## src/rtl/background_crop_square_analyzer_macros.svh

```systemverilog
// assertion macros shared by the analyzer modules
`ifndef BACKGROUND_CROP_SQUARE_ANALYZER_MACROS_SVH
`define BACKGROUND_CROP_SQUARE_ANALYZER_MACROS_SVH

`ifndef SYNTHESIS
// property checked on every rising edge of i_clk outside reset
`define BCSA_ASSERT(label, prop, msg) \
    label: assert property (@(posedge i_clk) disable iff (!i_rst_n) prop) \
        else $error(msg);
// condition that must never hold outside reset
`define BCSA_ASSERT_NEVER(label, cond, msg) \
    label: assert property (@(posedge i_clk) disable iff (!i_rst_n) !(cond)) \
        else $error(msg);
`else
`define BCSA_ASSERT(label, prop, msg)
`define BCSA_ASSERT_NEVER(label, cond, msg)
`endif

`endif

```

## src/rtl/bcsa_pkg.sv

```systemverilog
// shared types, constants and helpers of the background crop square analyzer
package bcsa_pkg;

    localparam int MAX_SIDE = 4096;
    localparam int POS_W    = $clog2(MAX_SIDE);
    localparam int SIZE_W   = $clog2(MAX_SIDE + 1);
    localparam int CFG_W    = 13;
    localparam int MARGIN_W = 14;
    localparam int WIDE_W   = SIZE_W + 3;
    localparam int COLOR_W  = 8;
    localparam int DSUM_W   = COLOR_W + 2;

    localparam int CFG_IDX_W = 2;
    localparam logic [CFG_IDX_W-1:0] CFG_IMAGE_WIDTH     = 2'd0;
    localparam logic [CFG_IDX_W-1:0] CFG_IMAGE_HEIGHT    = 2'd1;
    localparam logic [CFG_IDX_W-1:0] CFG_LARGE_THRESHOLD = 2'd2;

    localparam logic [CFG_W-1:0] RST_IMAGE_WIDTH     = 13'd64;
    localparam logic [CFG_W-1:0] RST_IMAGE_HEIGHT    = 13'd64;
    localparam logic [CFG_W-1:0] RST_LARGE_THRESHOLD = 13'd80;

    localparam int IN_TDATA_W  = 3 * COLOR_W;
    localparam int OUT_TDATA_W = 4 * MARGIN_W + 3 * COLOR_W;
    localparam int OUT_TUSER_W = 2;

    typedef logic [COLOR_W-1:0]         t_color;
    typedef logic signed [WIDE_W-1:0]   t_wide;
    typedef logic signed [MARGIN_W-1:0] t_margin;

    typedef struct packed {
        t_color red;
        t_color green;
        t_color blue;
    } t_rgb;

    // bounding box snapshot taken on the last pixel of an image
    typedef struct packed {
        logic              found;
        logic [POS_W-1:0]  first_row;
        logic [POS_W-1:0]  last_row;
        logic [POS_W-1:0]  first_col;
        logic [POS_W-1:0]  last_col;
        logic [SIZE_W-1:0] width;
        logic [SIZE_W-1:0] height;
        logic [CFG_W-1:0]  threshold;
        t_rgb              max_dist;
    } t_frame;

    typedef struct packed {
        t_margin top;
        t_margin bottom;
        t_margin left;
        t_margin right;
        t_rgb    max_dist;
        logic    not_empty;
        logic    needs_downscale;
    } t_result;

    // zero counts as one, anything past the maximum counts as the maximum
    function automatic logic [SIZE_W-1:0] eff_side(logic [CFG_W-1:0] v);
        if (v == '0) begin
            return SIZE_W'(1);
        end else if (v > CFG_W'(MAX_SIDE)) begin
            return SIZE_W'(MAX_SIDE);
        end
        return SIZE_W'(v);
    endfunction

    function automatic t_color absdiff(t_color a, t_color b);
        return (a > b) ? t_color'(a - b) : t_color'(b - a);
    endfunction

endpackage

```

## src/rtl/bcsa_pixel.sv

```systemverilog
// per-pixel tracker: raster counters, reference color, farthest pixel and marked box
`include "background_crop_square_analyzer_macros.svh"

module bcsa_pixel (
    input  logic                          i_clk,
    input  logic                          i_rst_n,
    input  logic                          i_accept,
    input  bcsa_pkg::t_rgb                i_pixel,
    input  logic [bcsa_pkg::CFG_W-1:0]    i_image_width,
    input  logic [bcsa_pkg::CFG_W-1:0]    i_image_height,
    input  logic [bcsa_pkg::CFG_W-1:0]    i_large_threshold,
    output logic                          o_frame_end,
    output bcsa_pkg::t_frame              o_frame
);

    logic [bcsa_pkg::SIZE_W-1:0] w;
    logic [bcsa_pkg::SIZE_W-1:0] h;

    logic [bcsa_pkg::POS_W-1:0]  r_col, n_col;
    logic [bcsa_pkg::POS_W-1:0]  r_row, n_row;
    bcsa_pkg::t_rgb              r_ref, n_ref;
    bcsa_pkg::t_rgb              r_max, n_max;
    logic [bcsa_pkg::DSUM_W-1:0] r_msum, n_msum;
    logic [bcsa_pkg::POS_W-1:0]  r_first_row, n_first_row;
    logic [bcsa_pkg::POS_W-1:0]  r_last_row, n_last_row;
    logic [bcsa_pkg::POS_W-1:0]  r_first_col, n_first_col;
    logic [bcsa_pkg::POS_W-1:0]  r_last_col, n_last_col;
    logic                        r_found, n_found;

    bcsa_pkg::t_rgb              ref_px;
    bcsa_pkg::t_rgb              px_dist;
    logic [bcsa_pkg::DSUM_W-1:0] dsum;
    logic [bcsa_pkg::SIZE_W:0]   col_inc;
    logic [bcsa_pkg::SIZE_W:0]   row_inc;
    logic                        col_end;
    logic                        row_end;

    assign w = bcsa_pkg::eff_side(i_image_width);
    assign h = bcsa_pkg::eff_side(i_image_height);

    assign col_inc = (bcsa_pkg::SIZE_W + 1)'(r_col) + 1'b1;
    assign row_inc = (bcsa_pkg::SIZE_W + 1)'(r_row) + 1'b1;
    assign col_end = col_inc >= {1'b0, w};
    assign row_end = row_inc >= {1'b0, h};
    assign o_frame_end = col_end && row_end;

    always_comb begin
        // the first pixel of an image is its own reference
        ref_px = (r_col == '0 && r_row == '0) ? i_pixel : r_ref;
        px_dist.red   = bcsa_pkg::absdiff(i_pixel.red, ref_px.red);
        px_dist.green = bcsa_pkg::absdiff(i_pixel.green, ref_px.green);
        px_dist.blue  = bcsa_pkg::absdiff(i_pixel.blue, ref_px.blue);
        dsum = bcsa_pkg::DSUM_W'(px_dist.red) + bcsa_pkg::DSUM_W'(px_dist.green)
             + bcsa_pkg::DSUM_W'(px_dist.blue);

        n_ref       = ref_px;
        n_max       = r_max;
        n_msum      = r_msum;
        n_first_row = r_first_row;
        n_last_row  = r_last_row;
        n_first_col = r_first_col;
        n_last_col  = r_last_col;
        n_found     = r_found;

        if (dsum > r_msum) begin
            n_max  = px_dist;
            n_msum = dsum;
        end
        if (dsum != '0) begin
            if (!r_found) begin
                n_first_row = r_row;
            end
            n_last_row = r_row;
            if (r_col < r_first_col) begin
                n_first_col = r_col;
            end
            if (r_col > r_last_col) begin
                n_last_col = r_col;
            end
            n_found = 1'b1;
        end

        n_col = col_end ? '0 : bcsa_pkg::POS_W'(col_inc);
        n_row = r_row;
        if (col_end) begin
            n_row = row_end ? '0 : bcsa_pkg::POS_W'(row_inc);
        end
    end

    always_comb begin
        o_frame.found     = n_found;
        o_frame.first_row = n_first_row;
        o_frame.last_row  = n_last_row;
        o_frame.first_col = n_first_col;
        o_frame.last_col  = n_last_col;
        o_frame.width     = w;
        o_frame.height    = h;
        o_frame.threshold = i_large_threshold;
        o_frame.max_dist  = n_max;
    end

    always_ff @(posedge i_clk) begin
        if (!i_rst_n || (i_accept && o_frame_end)) begin
            r_col       <= '0;
            r_row       <= '0;
            r_ref       <= '0;
            r_max       <= '0;
            r_msum      <= '0;
            r_first_row <= '0;
            r_last_row  <= '0;
            r_first_col <= bcsa_pkg::POS_W'(bcsa_pkg::MAX_SIDE - 1);
            r_last_col  <= '0;
            r_found     <= 1'b0;
        end else if (i_accept) begin
            r_col       <= n_col;
            r_row       <= n_row;
            r_ref       <= n_ref;
            r_max       <= n_max;
            r_msum      <= n_msum;
            r_first_row <= n_first_row;
            r_last_row  <= n_last_row;
            r_first_col <= n_first_col;
            r_last_col  <= n_last_col;
            r_found     <= n_found;
        end
    end

    `BCSA_ASSERT(a_box_ordered, r_found |-> (r_first_col <= r_last_col && r_first_row <= r_last_row), "marked box out of order")
    `BCSA_ASSERT(a_no_mark_no_dist, !r_found |-> (r_msum == '0 && r_max == '0), "distance kept without a marked pixel")
    `BCSA_ASSERT(a_restart, (i_accept && o_frame_end) |=> (r_col == '0 && r_row == '0 && !r_found), "tracker not cleared after last pixel")

endmodule

```

## src/rtl/bcsa_square.sv

```systemverilog
// result pipeline: margins, squaring, clamping and the large-crop flag
`include "background_crop_square_analyzer_macros.svh"

module bcsa_square (
    input  logic              i_clk,
    input  logic              i_rst_n,
    input  logic              i_advance,
    input  logic              i_valid,
    input  bcsa_pkg::t_frame  i_frame,
    output logic              o_valid,
    output bcsa_pkg::t_result o_result
);

    typedef struct packed {
        bcsa_pkg::t_wide             top;
        bcsa_pkg::t_wide             bottom;
        bcsa_pkg::t_wide             left;
        bcsa_pkg::t_wide             right;
        bcsa_pkg::t_wide             box_h;
        bcsa_pkg::t_wide             box_w;
        logic                        found;
        logic [bcsa_pkg::SIZE_W-1:0] width;
        logic [bcsa_pkg::SIZE_W-1:0] height;
        logic [bcsa_pkg::CFG_W-1:0]  threshold;
        bcsa_pkg::t_rgb              max_dist;
    } t_box;

    logic              r_s1_valid;
    bcsa_pkg::t_frame  r_s1;
    logic              r_s2_valid;
    t_box              r_s2, n_s2;
    logic              r_s3_valid;
    t_box              r_s3, n_s3;
    logic              r_out_valid;
    bcsa_pkg::t_result r_result, n_result;

    bcsa_pkg::t_wide d;
    bcsa_pkg::t_wide nd;
    bcsa_pkg::t_wide cropped_w;
    logic [2*bcsa_pkg::WIDE_W-1:0] tb_pair;
    logic [2*bcsa_pkg::WIDE_W-1:0] lr_pair;

    // a negative side is handed to the opposite side, then the other way round
    function automatic logic [2*bcsa_pkg::WIDE_W-1:0] clamp_pair(bcsa_pkg::t_wide a,
                                                                 bcsa_pkg::t_wide b);
        bcsa_pkg::t_wide x;
        bcsa_pkg::t_wide y;
        x = a;
        y = b;
        if (x < 0) begin
            y = y + x;
            x = '0;
        end
        if (y < 0) begin
            x = x + y;
            y = '0;
        end
        return {x, y};
    endfunction

    // raw margins and box size
    always_comb begin
        n_s2.top       = bcsa_pkg::t_wide'(r_s1.first_row);
        n_s2.bottom    = bcsa_pkg::t_wide'(r_s1.height) - bcsa_pkg::t_wide'(r_s1.last_row)
                       - bcsa_pkg::t_wide'(1);
        n_s2.left      = bcsa_pkg::t_wide'(r_s1.first_col);
        n_s2.right     = bcsa_pkg::t_wide'(r_s1.width) - bcsa_pkg::t_wide'(r_s1.last_col)
                       - bcsa_pkg::t_wide'(1);
        n_s2.box_h     = bcsa_pkg::t_wide'(bcsa_pkg::POS_W'(r_s1.last_row - r_s1.first_row))
                       + bcsa_pkg::t_wide'(1);
        n_s2.box_w     = bcsa_pkg::t_wide'(bcsa_pkg::POS_W'(r_s1.last_col - r_s1.first_col))
                       + bcsa_pkg::t_wide'(1);
        n_s2.found     = r_s1.found;
        n_s2.width     = r_s1.width;
        n_s2.height    = r_s1.height;
        n_s2.threshold = r_s1.threshold;
        n_s2.max_dist  = r_s1.max_dist;
    end

    // grow the short side; only one pair moves, and when rows are added the
    // columns already match, so the column split always starts at left
    always_comb begin
        n_s3 = r_s2;
        d  = r_s2.box_w - r_s2.box_h;
        nd = r_s2.box_h - r_s2.box_w;
        if (d > 0) begin
            n_s3.top    = r_s2.top - ((d + bcsa_pkg::t_wide'(1)) >>> 1);
            n_s3.bottom = r_s2.bottom - (d >>> 1);
        end else begin
            n_s3.left   = r_s2.left - ((nd + bcsa_pkg::t_wide'(1)) >>> 1);
            n_s3.right  = r_s2.right - (nd >>> 1);
        end
    end

    always_comb begin
        tb_pair   = clamp_pair(r_s3.top, r_s3.bottom);
        lr_pair   = clamp_pair(r_s3.left, r_s3.right);
        // clamping keeps the pair sum, so the cropped width is known before it
        cropped_w = bcsa_pkg::t_wide'(r_s3.width) - (r_s3.left + r_s3.right);
        n_result.max_dist = r_s3.max_dist;
        if (r_s3.found) begin
            n_result.top             = bcsa_pkg::MARGIN_W'(tb_pair[2*bcsa_pkg::WIDE_W-1 -: bcsa_pkg::WIDE_W]);
            n_result.bottom          = bcsa_pkg::MARGIN_W'(tb_pair[bcsa_pkg::WIDE_W-1:0]);
            n_result.left            = bcsa_pkg::MARGIN_W'(lr_pair[2*bcsa_pkg::WIDE_W-1 -: bcsa_pkg::WIDE_W]);
            n_result.right           = bcsa_pkg::MARGIN_W'(lr_pair[bcsa_pkg::WIDE_W-1:0]);
            n_result.not_empty       = 1'b1;
            n_result.needs_downscale = cropped_w >= bcsa_pkg::t_wide'(r_s3.threshold);
        end else begin
            // empty image: whole height and width on every side
            n_result.top             = bcsa_pkg::MARGIN_W'(r_s3.height);
            n_result.bottom          = bcsa_pkg::MARGIN_W'(r_s3.height);
            n_result.left            = bcsa_pkg::MARGIN_W'(r_s3.width);
            n_result.right           = bcsa_pkg::MARGIN_W'(r_s3.width);
            n_result.not_empty       = 1'b0;
            n_result.needs_downscale = 1'b0;
        end
    end

    always_ff @(posedge i_clk) begin
        if (!i_rst_n) begin
            r_s1_valid  <= 1'b0;
            r_s2_valid  <= 1'b0;
            r_s3_valid  <= 1'b0;
            r_out_valid <= 1'b0;
        end else if (i_advance) begin
            r_s1_valid  <= i_valid;
            r_s2_valid  <= r_s1_valid;
            r_s3_valid  <= r_s2_valid;
            r_out_valid <= r_s3_valid;
        end
    end

    always_ff @(posedge i_clk) begin
        if (i_advance) begin
            r_s1     <= i_frame;
            r_s2     <= n_s2;
            r_s3     <= n_s3;
            r_result <= n_result;
        end
    end

    assign o_valid  = r_out_valid;
    assign o_result = r_result;

    `BCSA_ASSERT(a_empty_result, (r_out_valid && !r_result.not_empty) |-> (r_result.max_dist == '0 && !r_result.needs_downscale), "empty image with distance or downscale flag")
    `BCSA_ASSERT(a_pipe_moves, (r_s3_valid && i_advance) |=> r_out_valid, "result lost between last stage and output")
    `BCSA_ASSERT(a_hold_on_stall, (r_out_valid && !i_advance) |=> (r_out_valid && $stable(r_result)), "stalled result changed")

endmodule

```

## src/rtl/background_crop_square_analyzer.sv

```systemverilog
// top level of the background crop square analyzer
//
//  channel   | direction | handshake                 | payload
//  ----------+-----------+---------------------------+-----------------------------------
//  pixel in  | in        | i_s_tvalid / o_s_tready   | i_s_tdata: red, green, blue
//  result    | out       | o_m_tvalid / i_m_tready   | o_m_tdata margins+dist, o_m_tuser
//  config    | in        | i_cfg_valid / o_cfg_ready | i_cfg_index, i_cfg_data
//
// one pixel per cycle while no result is stalled; the tracker updates on the transfer cycle itself
// the result of an image passes the s1, s2, s3 and result registers after its last pixel transfer
// a stalled result holds the whole result pipeline and the pixel input
// synchronous active-low reset restores sizes 64x64, threshold 80
// config writes are always accepted, as o_cfg_ready is tied high

module background_crop_square_analyzer (
    input  logic                                i_clk,
    input  logic                                i_rst_n,
    input  logic                                i_s_tvalid,
    output logic                                o_s_tready,
    // red [7:0], green [15:8], blue [23:16]
    input  logic [bcsa_pkg::IN_TDATA_W-1:0]     i_s_tdata,
    output logic                                o_m_tvalid,
    input  logic                                i_m_tready,
    // top_margin, bottom_margin, left_margin, right_margin (14 each),
    // max_dist_red, max_dist_green, max_dist_blue (8 each)
    output logic [bcsa_pkg::OUT_TDATA_W-1:0]    o_m_tdata,
    // not_empty [0], needs_downscale [1]
    output logic [bcsa_pkg::OUT_TUSER_W-1:0]    o_m_tuser,
    input  logic                                i_cfg_valid,
    output logic                                o_cfg_ready,
    input  logic [bcsa_pkg::CFG_IDX_W-1:0]      i_cfg_index,
    input  logic [bcsa_pkg::CFG_W-1:0]          i_cfg_data
);

    logic [bcsa_pkg::CFG_W-1:0] r_image_width;
    logic [bcsa_pkg::CFG_W-1:0] r_image_height;
    logic [bcsa_pkg::CFG_W-1:0] r_large_threshold;

    logic              advance;
    logic              accept;
    bcsa_pkg::t_rgb    pixel;
    logic              frame_end;
    bcsa_pkg::t_frame  frame;
    logic              res_valid;
    bcsa_pkg::t_result result;

    assign o_cfg_ready = 1'b1;

    always_ff @(posedge i_clk) begin
        if (!i_rst_n) begin
            r_image_width     <= bcsa_pkg::RST_IMAGE_WIDTH;
            r_image_height    <= bcsa_pkg::RST_IMAGE_HEIGHT;
            r_large_threshold <= bcsa_pkg::RST_LARGE_THRESHOLD;
        end else if (i_cfg_valid) begin
            case (i_cfg_index)
                bcsa_pkg::CFG_IMAGE_WIDTH:     r_image_width     <= i_cfg_data;
                bcsa_pkg::CFG_IMAGE_HEIGHT:    r_image_height    <= i_cfg_data;
                bcsa_pkg::CFG_LARGE_THRESHOLD: r_large_threshold <= i_cfg_data;
                default: begin
                end
            endcase
        end
    end

    // the pipeline moves unless a finished result is waiting on the sink
    assign advance    = !(res_valid && !i_m_tready);
    assign o_s_tready = advance;
    assign accept     = i_s_tvalid && advance;

    assign pixel.red   = i_s_tdata[bcsa_pkg::COLOR_W-1:0];
    assign pixel.green = i_s_tdata[2*bcsa_pkg::COLOR_W-1:bcsa_pkg::COLOR_W];
    assign pixel.blue  = i_s_tdata[3*bcsa_pkg::COLOR_W-1:2*bcsa_pkg::COLOR_W];

    bcsa_pixel u_pixel (
        .i_clk             (i_clk),
        .i_rst_n           (i_rst_n),
        .i_accept          (accept),
        .i_pixel           (pixel),
        .i_image_width     (r_image_width),
        .i_image_height    (r_image_height),
        .i_large_threshold (r_large_threshold),
        .o_frame_end       (frame_end),
        .o_frame           (frame)
    );

    bcsa_square u_square (
        .i_clk     (i_clk),
        .i_rst_n   (i_rst_n),
        .i_advance (advance),
        .i_valid   (accept && frame_end),
        .i_frame   (frame),
        .o_valid   (res_valid),
        .o_result  (result)
    );

    assign o_m_tvalid = res_valid;
    assign o_m_tdata  = {result.max_dist.blue, result.max_dist.green, result.max_dist.red,
                         result.right, result.left, result.bottom, result.top};
    assign o_m_tuser  = {result.needs_downscale, result.not_empty};

endmodule
```

## config.mk

```make
export PLATFORM = sky130hd
export DESIGN_NAME = background_crop_square_analyzer
export DESIGN_NICKNAME = d
export VERILOG_FILES = /design/src/rtl/bcsa_pkg.sv /design/src/rtl/bcsa_pixel.sv /design/src/rtl/bcsa_square.sv /design/src/rtl/background_crop_square_analyzer.sv
export VERILOG_INCLUDE_DIRS = /design/src /design/src/rtl
export SDC_FILE = /design/constraint.sdc
export NUM_CORES = 2
export LEC_CHECK = 0
export BUFFER_PORTS_ARGS = -buffer_cell sky130_fd_sc_hd__buf_4
export CORE_MARGIN = 1
export CORE_UTILIZATION = 63
export CTS_CLUSTER_DIAMETER = 40
export DETAILED_ROUTE_END_ITERATION = 10
export GPL_ROUTABILITY_DRIVEN = 0
export PLACE_DENSITY = 0.91
export RECOVER_POWER = 25
export SYNTH_ARGS = -nofsm -noshare
export SYNTH_HDL_FRONTEND = slang
export SYNTH_SLANG_ARGS = --single-unit
```

## constraint.sdc

```tcl
create_clock -name i_clk -period 17 [get_ports i_clk]
set_clock_uncertainty 0.2 [all_clocks]
set_input_delay 1.7 -clock i_clk [delete_from_list [all_inputs] [get_ports i_clk]]
set_output_delay 1.7 -clock i_clk [all_outputs]
set_load 0.005 [all_outputs]
```

; ---- Yosys cells after proc, flatten, opt, wreduce, memory -nomap -nowiden
; Cells that the tools add are included.
[op_classes]
addsub = 31
n_lt_le_gt_ge = 16
eq_ne = 2
muxes = 37
bitwise = 1
reduce_logical = 22
[op_table]
columns = cell, count
row1 = 2-to-1 mux 12 bit, 9
row2 = 2-to-1 mux 14 bit, 6
row3 = 2-to-1 mux 13 bit, 6
row4 = < comparator 16 x 1 -> 1 bit (second input constant), 4
row5 = 2-to-1 mux 28 bit, 2
row6 = 2-to-1 mux 55 bit, 1
row7 = adder 12 x 1 -> 13 bit (second input constant), 4
row8 = 2-to-1 mux 24 bit, 2
row9 = subtractor 8 bit, 6
row10 = adder 16 bit, 2
row11 = adder 16 x 2 -> 16 bit (second input constant), 2
row12 = 2-to-1 mux 16 bit, 2
row13 = subtractor 13 x 15 -> 16 bit, 2
row14 = subtractor 16 x 15 -> 16 bit, 2
row15 = subtractor 16 bit, 2
row16 = subtractor 16 x 2 -> 16 bit (second input constant), 2
row17 = adder 14 bit, 2
row18 = greater-or-equal comparator 14 x 13 -> 1 bit, 2
row19 = subtractor 13 x 12 -> 14 bit, 2
row20 = greater-than comparator 13 bit (second input constant), 2
row21 = zero test 13 bit, 2
row22 = greater-than comparator 8 bit, 3
row23 = zero test 12 bit, 2
row24 = 2-to-1 mux 8 bit, 3
row25 = other kinds (21), 37
[word_totals]
regBits = 648
in_bits = 44
out_inout_bits = 85
word_cells = 180

; ---- Logic depth before layout (Yosys ltp)
[logic_depth]
ltp_word = 9
depth_mapped = 42
mapped_depth_nobuf = 37

; ---- Hierarchy
; A second synthesis with hierarchy kept.
[hier_totals]
hier_cells = 3775
area_unflattened_um2 = 38914.8
[modules_own_cells]
columns = module, instances, cells_each, area_per_inst_um2, seq_area_each_um2
row1 = bcsa_square, 1, 2270, 26842.0, 14073.5
row2 = bcsa_pixel, 1, 1355, 10578.9, 2622.5
row3 = background_crop_square_analyzer, 1, 150, 1493.9, 780.7

; ---- Worst setup path before layout
; No wires, ideal clock.
[synth_timing]
path_type = input to register
from = in i_m_tready
to = reg u_pixel.r_msum[9] in the netlist's numbering
setup_time_ns = 0.126
t_arrival_ns = 13.111
t_required_ns = 16.674
path_slack_ns = 3.563
stages = 12
n_path_buf = 4
cell_sequence = nor2b_1 inv_1 and2_1 clkbuf_1 and2_1 clkbuf_1 nand2_1 and2_0 clkbuf_1 clkbuf_1 nand3_1 o21ai_0
[synth_between]
elab_chain_cells = 6
elab_cells_between_ends = 7
classes_between = reduce/logical: 7
[synth_lines]
columns = element, line_no
row1 = from (decl), background_crop_square_analyzer.sv:23  ; input logic i_m_tready,
row2 = zero test 1 bit *, background_crop_square_analyzer.sv:66  ; assign advance = !(res_valid && !i_m_tready);
row3 = logical AND 1 bit *, background_crop_square_analyzer.sv:66
row4 = zero test 1 bit *, background_crop_square_analyzer.sv:66
row5 = net o_s_tready, background_crop_square_analyzer.sv:19  ; output logic o_s_tready,
row6 = logical AND 1 bit *, background_crop_square_analyzer.sv:68  ; assign accept = i_s_tvalid && advance;
row7 = logical AND 1 bit, bcsa_pixel.sv:103  ; if (!i_rst_n || (i_accept && o_frame_end)) begin
row8 = logical OR 1 bit, bcsa_pixel.sv:103
row9 = to (signal assigned), bcsa_pixel.sv:119  ; r_msum <= n_msum;
row10 = to (decl), bcsa_pixel.sv:23  ; logic [bcsa_pkg::DSUM_W-1:0] r_msum, n_msum;
; Mark *: on every way through the listed nets, which the timed path passes. The rest lies on a longest branch.
; A chain may end at the register's enable or synchronous reset.

==> reports/metrics.csv <==
stage;metric;value;unit
run_status;status;complete, but fails checks;
run_status;violations;capacitance limit, slew limit;
global_routing;grt_pass1_wl;154600;µm
timing;setup_viol;0;
route;drc;0;
route;drt_iter0_drc;3271;
timing;rsz0062_at_grt;no;
final_layout;num-nets-final;4325;
route;via_count;30351;
synthesis;synth_area;38280;µm²
timing;period_share;63.41;%
die;start_util;64.26;%
timing;fmax;92.77;MHz
die;core_region_area;59580;µm²
clock_network;ctsResizeCount;0;
setup_path;worstPathArrival;11.12;ns
route;routedWlPerCell;20.43;µm
route;detail_route.vias_per_cell;6.352;
worst_hold_path;min_path_type;reg -> reg;
synthesis;synth_largest_area_cell;edfxtp_1;
setup_path;crit_type;reg -> reg;
final_layout;antennaDiodeCount;0;
global_routing;globalRouteTotalUtil;31.06;%
synthesis;ys_types;85;
clock_network;cts-buffers-inserted;91;
timing;min_period;10.78;ns
synthesis;ys_ff_latch;642;
global_routing;grt_pass1_vias;29571;
clock_network;root_buffer;clkbuf_16;
setup_path;startpoint_type;register;
die;num_rows;89;
placement;dpl_worst_slack;6.759;ns
setup_path;crit_slowest_cell;nand4_1;
placement;portBuffers;127;
setup_path;endpoint_kind;register;
die;die_width;248.5;µm
placement;place_area;39810;µm²
timing;drv_slew;176;
clock_network;clk_pin_slew;0.06;ns
clock_network;cts_setup_buffers;0;
global_routing;overflow;0;
route;routed_wl;97630;µm
synthesis;async_reset_ff_share;0;%
clock_network;clock-sinks;642;
timing;tightest_slew;4.428;ns
timing;finalWorstSetupSlack;6.221;ns
synthesis;synth.top_cell.area_share;36.71;%
clock_network;cts_tree;yes;
synthesis;synth_nets;4234;
clock_network;htree_num_levels;3;
synthesis;ys_dominant_reg_cell;edfxtp_1;
timing;slew_headroom;-196.8;%
global_routing;grt_max_degree;164;
synthesis;yosys_warnings;0;
route;ant_nets;0;
clock_network;clock_latency;0.67;ns
timing;hold_violations;0;
final_layout;post-route-cell-area;43090;µm²
setup_path;cp_slowest_stage_delay;0.96;ns
die;die_area;61760;µm²
placement;hpwlAfterDp;64990;µm
die;ios;129;
setup_path;path_max_fanout;31;
run;max_cap_violations;2;
synthesis;ys_top_cells_by_area;edfxtp_1 (37%), ha_1 (11%), dfxtp_1 (9.1%), xnor2_1 (4.0%), nand2_1 (3.8%);
final_layout;syn2layout_area_growth;12.56;%
final_layout;drive_gt1_share;10.19;%
synthesis;ys_seq_area_share;45.81;%
route;dr.pass1.iters;6;
synthesis;syn_avg_cell_area;9.983;µm²
global_routing;antenna_found_initial;0;
synthesis;synth-edff-count;468;
clock_network;clk_path_buf_depth;3;
timing;finalSetupTns;0;ns
setup_path;crit_required;17.34;ns
synthesis;syn_inst;3835;
die;die_h;248.5;µm
clock_network;cts_hold_buffers;0;
-- routing by layer --
metal / wire length [µm] / vias up / GRT usage, %
met5: 0 / - / 0
met3: 8746 / 465 / 5.077
met1: 36240 / 14309 / 37.36
met2: 46870 / 1781 / 52.66
met4: 5776 / 0 / 18.37
li1: - / 13796 / -
-- logic make-up (layout without fill, tap and decap cells) --
kind of cell    after synthesis  after routing  share of synthesized area [%]
simple gates               1116           1116                          13.62
mux                         121            121                          3.491
compound gates              842            842                          13.86
other cells                   1              1                       0.009795
xor+xnor                    278            278                          6.360
buf+inv                     480            650                          4.837
fa+ha+maj                   355            355                          12.01
flops                       642            642                          45.81
-- path summary, 6_finish.rpt --
kind,start,end,slack [ns],depth (start not counted)
max,u_pixel.r_col[4]$_SDFFE_PP0P_,u_pixel.r_max[5]$_SDFFE_PP0P_,6.22,32
min reg2reg,u_square.n_s3[22]$_DFFE_PN_,u_square.n_result[24]$_DFFE_PN_,0.22,0
min,u_square.n_s3[22]$_DFFE_PN_,u_square.n_result[24]$_DFFE_PN_,0.22,0
max reg2reg,u_pixel.r_col[4]$_SDFFE_PP0P_,u_pixel.r_max[5]$_SDFFE_PP0P_,6.22,32
-- cells in the final DEF, fill, tap and decap left out, drive strengths merged, types with 22 or more instances in the layout --
cell type	n
edfxtp	468
nand2	384
inv	343
ha	334
a21oi	274
nor2	253
o21ai	180
dfxtp	174
xnor2	173
buf	148
clkbuf	107
nor3	106
xor2	105
nand3	102
mux2	73
a21o	72
nor2b	65
a21boi	53
mux2i	48
a211oi	41
and3	37
o21bai	35
clkinv	30
and2	29
o21a	27
nand2b	27
nand4	23
or3	23
a31oi	22
-- worst max-delay path: cells and delay by family, from the launching register on --
family / cells / cell delay (ns)
DFF: 1 / 0.44
and+or+nand+nor: 12 / 4.80
muxes: 1 / 0.19
adders and majority gates: 4 / 1.47
xor gates and xnor gates: 3 / 0.72
AOI/OAI and AO/OA: 10 / 2.35
buffers and inverters: 2 / 0.47
-- per-stage QoR --
stage / util (%) / cells / hold slack (ns)
after floorplan: - / 3835 / 0.2003
after global placement: 66.83 / 4606 / 0.2010
after detailed placement: 66.83 / 4606 / 0.2045
after CTS: 72.35 / 4778 / 0.2141
after global routing: 72.33 / 4778 / 0.2210
final: 72.33 / 4778 / 0.2162
-- flip-flops by register name, indices dropped and copies added, names as in the netlist, 13 cells and up --
name,count
r_image_width,13
u_pixel.r_ref,24
r_image_height,13
u_square.o_result,82
u_square.r_s2,56
u_square.n_s3,90
r_large_threshold,13
u_square.n_s2,88
u_square.r_s3,104
u_square.n_result,24
u_pixel.r_max,24
u_square.r_s1,24
-- final cells by class --
class | count | area (µm²)
sequential | 642 | 17540
tap | 773 | 967.2
clock buffer | 104 | 2389
multi-input combinational | 2713 | 18930
clock inverter | 68 | 904.6
timing repair buffer | 151 | 1139
fill | 3586 | 16480
inverter | 327 | 1229
-- synthesized netlist by cell type (41+ instances only) --
master	n
edfxtp_1	468
nand2_1	384
ha_1	334
inv_1	325
a21oi_1	273
nor2_1	252
o21ai_0	175
dfxtp_1	174
xnor2_1	173
clkbuf_1	122
nor3_1	106
xor2_1	105
nand3_1	102
a21o_1	72
nor2b_1	65
a21boi_0	53
mux2_2	53
mux2i_1	48
a211oi_1	41
Power is not shown: default switching activity piles up to over one toggle a cycle in this logic, so the estimate is an artifact.
